**config.mk**
```make
export PLATFORM = sky130hd
export DESIGN_NAME = msp_cell
export DESIGN_NICKNAME = d
export VERILOG_FILES = /design/src/sv/msp_pkg.sv /design/src/sv/msp_cell.sv
export SDC_FILE = /design/constraint.sdc
export NUM_CORES = 1
export LEC_CHECK = 0
export BUFFER_PORTS_ARGS = -buffer_cell sky130_fd_sc_hd__buf_2
export CAP_MARGIN = 20
export CORE_MARGIN = 10
export CORE_UTILIZATION = 37
export CTS_BUF_LIST = sky130_fd_sc_hd__clkbuf_2
export DETAILED_ROUTE_END_ITERATION = 10
export PLACE_DENSITY = 0.7
export SYNTH_ARGS = -nofsm -noshare
export SYNTH_HDL_FRONTEND = slang
export SYNTH_SLANG_ARGS = --single-unit
```
**constraint.sdc**
```tcl
create_clock -name i_clk -period 9.8 [get_ports i_clk]
set_clock_uncertainty 0.1 [all_clocks]
set_input_delay 1.96 -clock i_clk [delete_from_list [all_inputs] [get_ports i_clk]]
set_output_delay 1.96 -clock i_clk [all_outputs]
set_load 0.01 [all_outputs]
```
**src/sv/msp_pkg.sv**
```systemverilog
`default_nettype none
// ---------------------------------------------------------------------------
// msp_pkg
// shared types, widths and the saturating sum helper for the
// max-sum ordered pair subsequence block
// ---------------------------------------------------------------------------
package msp_pkg;

    localparam int KEY_W       = 16;
    localparam int WEIGHT_W    = 20;
    localparam int SUM_W       = 28;
    localparam int DEF_MAX_ITEMS = 256;

    localparam int IN_DATA_W   = 40;   // age + score, padded to bytes
    localparam int OUT_DATA_W  = 32;   // best_total, padded to bytes

    typedef logic [KEY_W-1:0]    t_key;
    typedef logic [WEIGHT_W-1:0] t_weight;
    typedef logic [SUM_W-1:0]    t_sum;

    // one stored entry of the sorted row
    typedef struct packed {
        logic    valid;
        t_key    key;
        t_weight weight;
        t_sum    prior;   // best chain sum among earlier entries it may follow
    } t_entry;

    // what a cell hands to its right neighbor
    typedef struct packed {
        t_entry ent;
        logic   after;    // entry orders strictly after the incoming word
    } t_link;

    // broadcast controls from the sequencer
    typedef struct packed {
        logic    ins;
        logic    pop;
        t_key    key;
        t_weight weight;
        t_weight head_weight;
        t_sum    head_best;
    } t_cell_ctl;

    typedef enum logic [1:0] {
        ST_LOAD  = 2'b01,
        ST_SOLVE = 2'b10
    } t_state;

    // prior + weight, clamped at the top of the sum range
    function automatic t_sum sat_add(input t_sum prior, input t_weight weight);
        logic [SUM_W:0] full_sum;
        full_sum = {1'b0, prior} + {{(SUM_W + 1 - WEIGHT_W){1'b0}}, weight};
        if (full_sum[SUM_W]) begin
            return {SUM_W{1'b1}};
        end
        return full_sum[SUM_W-1:0];
    endfunction

endpackage
`default_nettype wire

```
**src/sv/msp_cell.sv**
```systemverilog
`default_nettype none
// ---------------------------------------------------------------------------
// msp_cell
// one slot of the sorted row: insertion shift on load, left shift with
// prior update on solve
// ---------------------------------------------------------------------------
module msp_cell (
    input  wire logic               i_clk,
    input  wire logic               i_rst_n,
    input  wire msp_pkg::t_link     i_left,
    input  wire msp_pkg::t_entry    i_right,
    input  wire msp_pkg::t_cell_ctl i_ctl,
    output msp_pkg::t_link          o_link
);
    import msp_pkg::*;

    t_entry r_ent;
    t_entry n_ent;
    logic   w_after;

    assign w_after = r_ent.valid &&
                     ((r_ent.key > i_ctl.key) ||
                      ((r_ent.key == i_ctl.key) && (r_ent.weight > i_ctl.weight)));

    always_comb begin
        n_ent = r_ent;
        priority if (i_ctl.ins) begin
            if (i_left.after) begin
                n_ent = i_left.ent;
            end else if (w_after || (!r_ent.valid && i_left.ent.valid)) begin
                n_ent.valid  = 1'b1;
                n_ent.key    = i_ctl.key;
                n_ent.weight = i_ctl.weight;
                n_ent.prior  = '0;
            end
        end else if (i_ctl.pop) begin
            n_ent = i_right;
            if (i_right.valid && (i_ctl.head_weight <= i_right.weight) &&
                (i_ctl.head_best > i_right.prior)) begin
                n_ent.prior = i_ctl.head_best;
            end
        end else begin
            // idle, entry holds
            n_ent = r_ent;
        end
    end

    always_ff @(posedge i_clk) begin
        if (!i_rst_n) begin
            r_ent.valid  <= 1'b0;
            r_ent.key    <= n_ent.key;
            r_ent.weight <= n_ent.weight;
            r_ent.prior  <= n_ent.prior;
        end else begin
            r_ent <= n_ent;
        end
    end

    assign o_link.ent   = r_ent;
    assign o_link.after = w_after;

endmodule
`default_nettype wire

```
==> summary.md <==
| Metric | Value |
|---|---|
| Status | completed |
| Total Nets Final | 1224 |
| Clock tree sinks | 65 |
| Ratio of cells with drive above 1 in the final layout | 36.0% |
| Tightest Hold Check Type | reg2reg |
| Cells on worst reg2reg path | 8 |
| Vertical die dimension | 145 microns |
| Area post-placement | 7400 sq um |
| Worst-case headroom to the max-slew limit | 42.1% |
| Wire length on met2 | 9270 microns |
| Routed via count | 5604 |
| Sequential cell area fraction in the yosys report | 33.6% |
| Type of origin of the critical path | input pin |
| Slowest Stage Delay on Critical Path | 0.59 ns |
| Initial cell density of the core | 37.8% |
| Port buffer count | 284 |
| CP Capture Type | primary output |
| Share of synthesized flip-flops with an asynchronous set or reset | 0% |
| Post-CTS Resized | 0 |
| Initial antenna violation count | 5 |
| Count of distinct cell types in the synthesized netlist | 40 |
| Cell chosen for the clock root | clkbuf_2 |
| Worst-case register-to-register setup slack | 6.28 ns |
| Routed length on met1 | 8100 microns |
| Critical path fanouts, max | 3 |
| Number of flip-flops under the largest register name | 65 |
| Hold Startpoint | o_link[65]$_SDFFE_PN0P_ |
| Most used cells in the layout excluding fill and tap cells | buf_2 (283), inv_1 (115), ha_1 (84) |
| Post-synthesis instance total | 646 |
| Core area | 15300 sq um |
| Number of pins with negative max-slew slack in the final report | 0 |
| Arrival time at the worst endpoint | 4.03 ns |
| Final routed wirelength across all metal layers | 19500 microns |
| Number of warning messages in the yosys log | 0 |
| Global-route wire length before repair | 30800 microns |
| Ys flop type | edfxtp_1 |
| Most used cell along the critical path | buf_2 |
| Via count of the first global-routing pass | 5911 |
| Post-CTS repair timing setup buffer count | 0 |
| Area of the die | 21000 sq um |
| Worst min-delay path endpoint | o_link[65]$_SDFFE_PN0P_ |
| Top cell family by delay on the critical path | simple AND/OR/NAND/NOR gates |
| Number of buffers and inverters on the critical path | 3 |
| Number of synthesized flops with an enable pin | 64 |
| Per-cell via count in the routed design | 4.92 |
| Gpl congestion | 0.854 |
| Area Growth Syn to Fin | 29.5% |
| Leakage component of the power | 3.97 nW |
| Finish-stage setup viols | 0 |
| Peak supply drop | 0.0541 mV |
| Setup repair after global routing missed its margin | no |
| Hold Vio Cnt, Final | 0 |
| Path type of the worst setup path | in2out |
| Minimum clock period after layout | 6.09 ns |
| Avg Synthesized Cell Area | 8.94 sq um |
| Boundary pin count | 285 |
| Hold-fix buffer count after cts | 0 |
| Total of max-cap violations | 0 |
| Pin count of the biggest net entering global routing | 94 |
| Final antenna-violating net count | 0 |
| Slowest CP cell | nor4_1 |
| Hold-critical path depth | 2 |
| Reg-to-reg endpoint | o_link[17]$_DFFE_PP_ |
| HPWL after DPL | 16200 microns |
| TritonCTS clock tree | done |
| Post-synthesis net count | 949 |
| Post-route cell area | 7480 sq um |
| FF+latch count, synth | 65 |
| Cell Area, Synth | 5770 sq um |
| 1st-iter DRT viols | 208 |
| Wire length on met3 | 1820 microns |
| Worst Slack Setup Final | 3.71 ns |
| Total of fill cells in the finished design | 1540 |
| Share of the cycle needed by the critical path after routing | 62.2% |
| Measured slew at the worst slew-check pin | 0.869 ns |
| Routed length per instance | 17.1 microns |
| Latest clock arrival within the worst-skew pair | 0.51 ns |
| CTS max path bufs | 2 |
| Drc violations | 0 |
| Clock buffers created by TritonCTS | 9 |
| Reg2Reg Launch Point | o_link[54]$_DFFE_PP_ |
| Worst setup timing slack at the placement stage | 3.66 ns |
| All-Layer GR Usage | 18.0% |
| H-tree depth reported by CTS | 3 |
| Router iterations before antenna repair | 4 |
| Leading cell type in the layout, fill and taps excluded | buf_2 |
| Uppermost metal layer occupied by signal nets | met5 |
| Die span in x | 145 microns |
| Reg clk slew, reported paths | 0.17 ns |
| Power per Cell Area | 102 nW/um^2 |
| Total power after layout | 0.000765 W |
| Fmax achieved | 0.164 GHz |
| Setup TNS Final | 0 ns |
| Placement Rows | 45 |
| Critical Path, Cell by Cell | buf_2, inv_1, ha_1, nand4_1, nor4_1, o2111ai_1, a211oi_1, nor3_1, buf_2 |
| Required time at the endpoint of the critical path | 7.74 ns |
| Total gr overflow | 0 |
==> cell families (layout without fill, tap and decap cells) <==
kind of cell	after synthesis	in the layout	synth area share [%]
AOI/OAI and AO/OA	166	166	16.8
DFF	65	65	33.6
buffers and inverters	140	419	9.43
other	0	2	0
and+or+nand+nor	127	127	10.2
muxes	64	64	11.7
adders and majority gates	84	84	18.2
==> metrics by stage <==
stage,cells,utilization (%),hold slack (ns)
2_1_floorplan,646,-,0.436
4_1_cts,1136,49.0,0.500
3_3_place_gp,1121,48.5,0.472
5_1_grt,1137,49.0,0.530
3_5_place_dp,1121,48.5,0.475
6_report,1138,49.0,0.506
==> power by group <==
part / switching [W] / internal (W)
clock network: 0.0000998 / 0.0000301
registers: 0.0000126 / 0.000346
logic: 0.000150 / 0.000126
total: 0.000263 / 0.000502
==> layer usage <==
| layer | vias to the layer above | GRT usage, % |
|---|---|---|
| li1 | 2828 | - |
| met1 | 2541 | 20.8 |
| met3 | 23 | 7.02 |
| met4 | 6 | 4.85 |
| met5 | - | 0 |
| met2 | 206 | 30.2 |
==> layout make-up <==
cell class	count	area [sq um]	share of cell area (%)
flip-flops and latches	65	1940	26.0
repair buffers	289	1460	19.5
multi-input cells	441	3300	44.1
inverters	115	432	5.77
diodes	2	5.00	0.0669
clock inverters	5	23.8	0.318
well taps	211	264	3.53
clock buffers	10	50.0	0.669
==> worst min-delay path, delay by kind of cell (launching register included) <==
| family | cells | cell delay [ns] |
|---|---|---|
| flops | 1 | 0.40 |
| compound gates | 2 | 0.18 |
==> synth_stat cells (6+ instances only) <==
cell type	count	area, sq um
a21oi_1	60	300
nor2b_1	8	50.1
inv_1	115	432
nor2_1	44	165
mux2i_1	36	360
nand2_1	39	146
mux2_2	27	304
o21a_1	6	45.0
clkbuf_1	19	71.3
o21ai_0	65	325
a21o_1	16	120
nand4_1	17	106
ha_1	84	1050
edfxtp_1	64	1920
==> worst max-delay path by stage <==
stage / endpoint / cells past startpoint / from / slack [ns]
global placement: o_link[0] / 9 / i_ctl[75] / 3.73
CTS: o_link[0] / 9 / i_ctl[75] / 3.65
floorplan: o_link[10]$_DFFE_PP_ / 8 / i_ctl[75] / 1.34
global route: o_link[0] / 9 / i_ctl[83] / 3.56
detailed placement: o_link[0] / 9 / i_ctl[75] / 3.66
finish: o_link[0] / 9 / i_ctl[75] / 3.71
(Power assumes the default switching activity.)
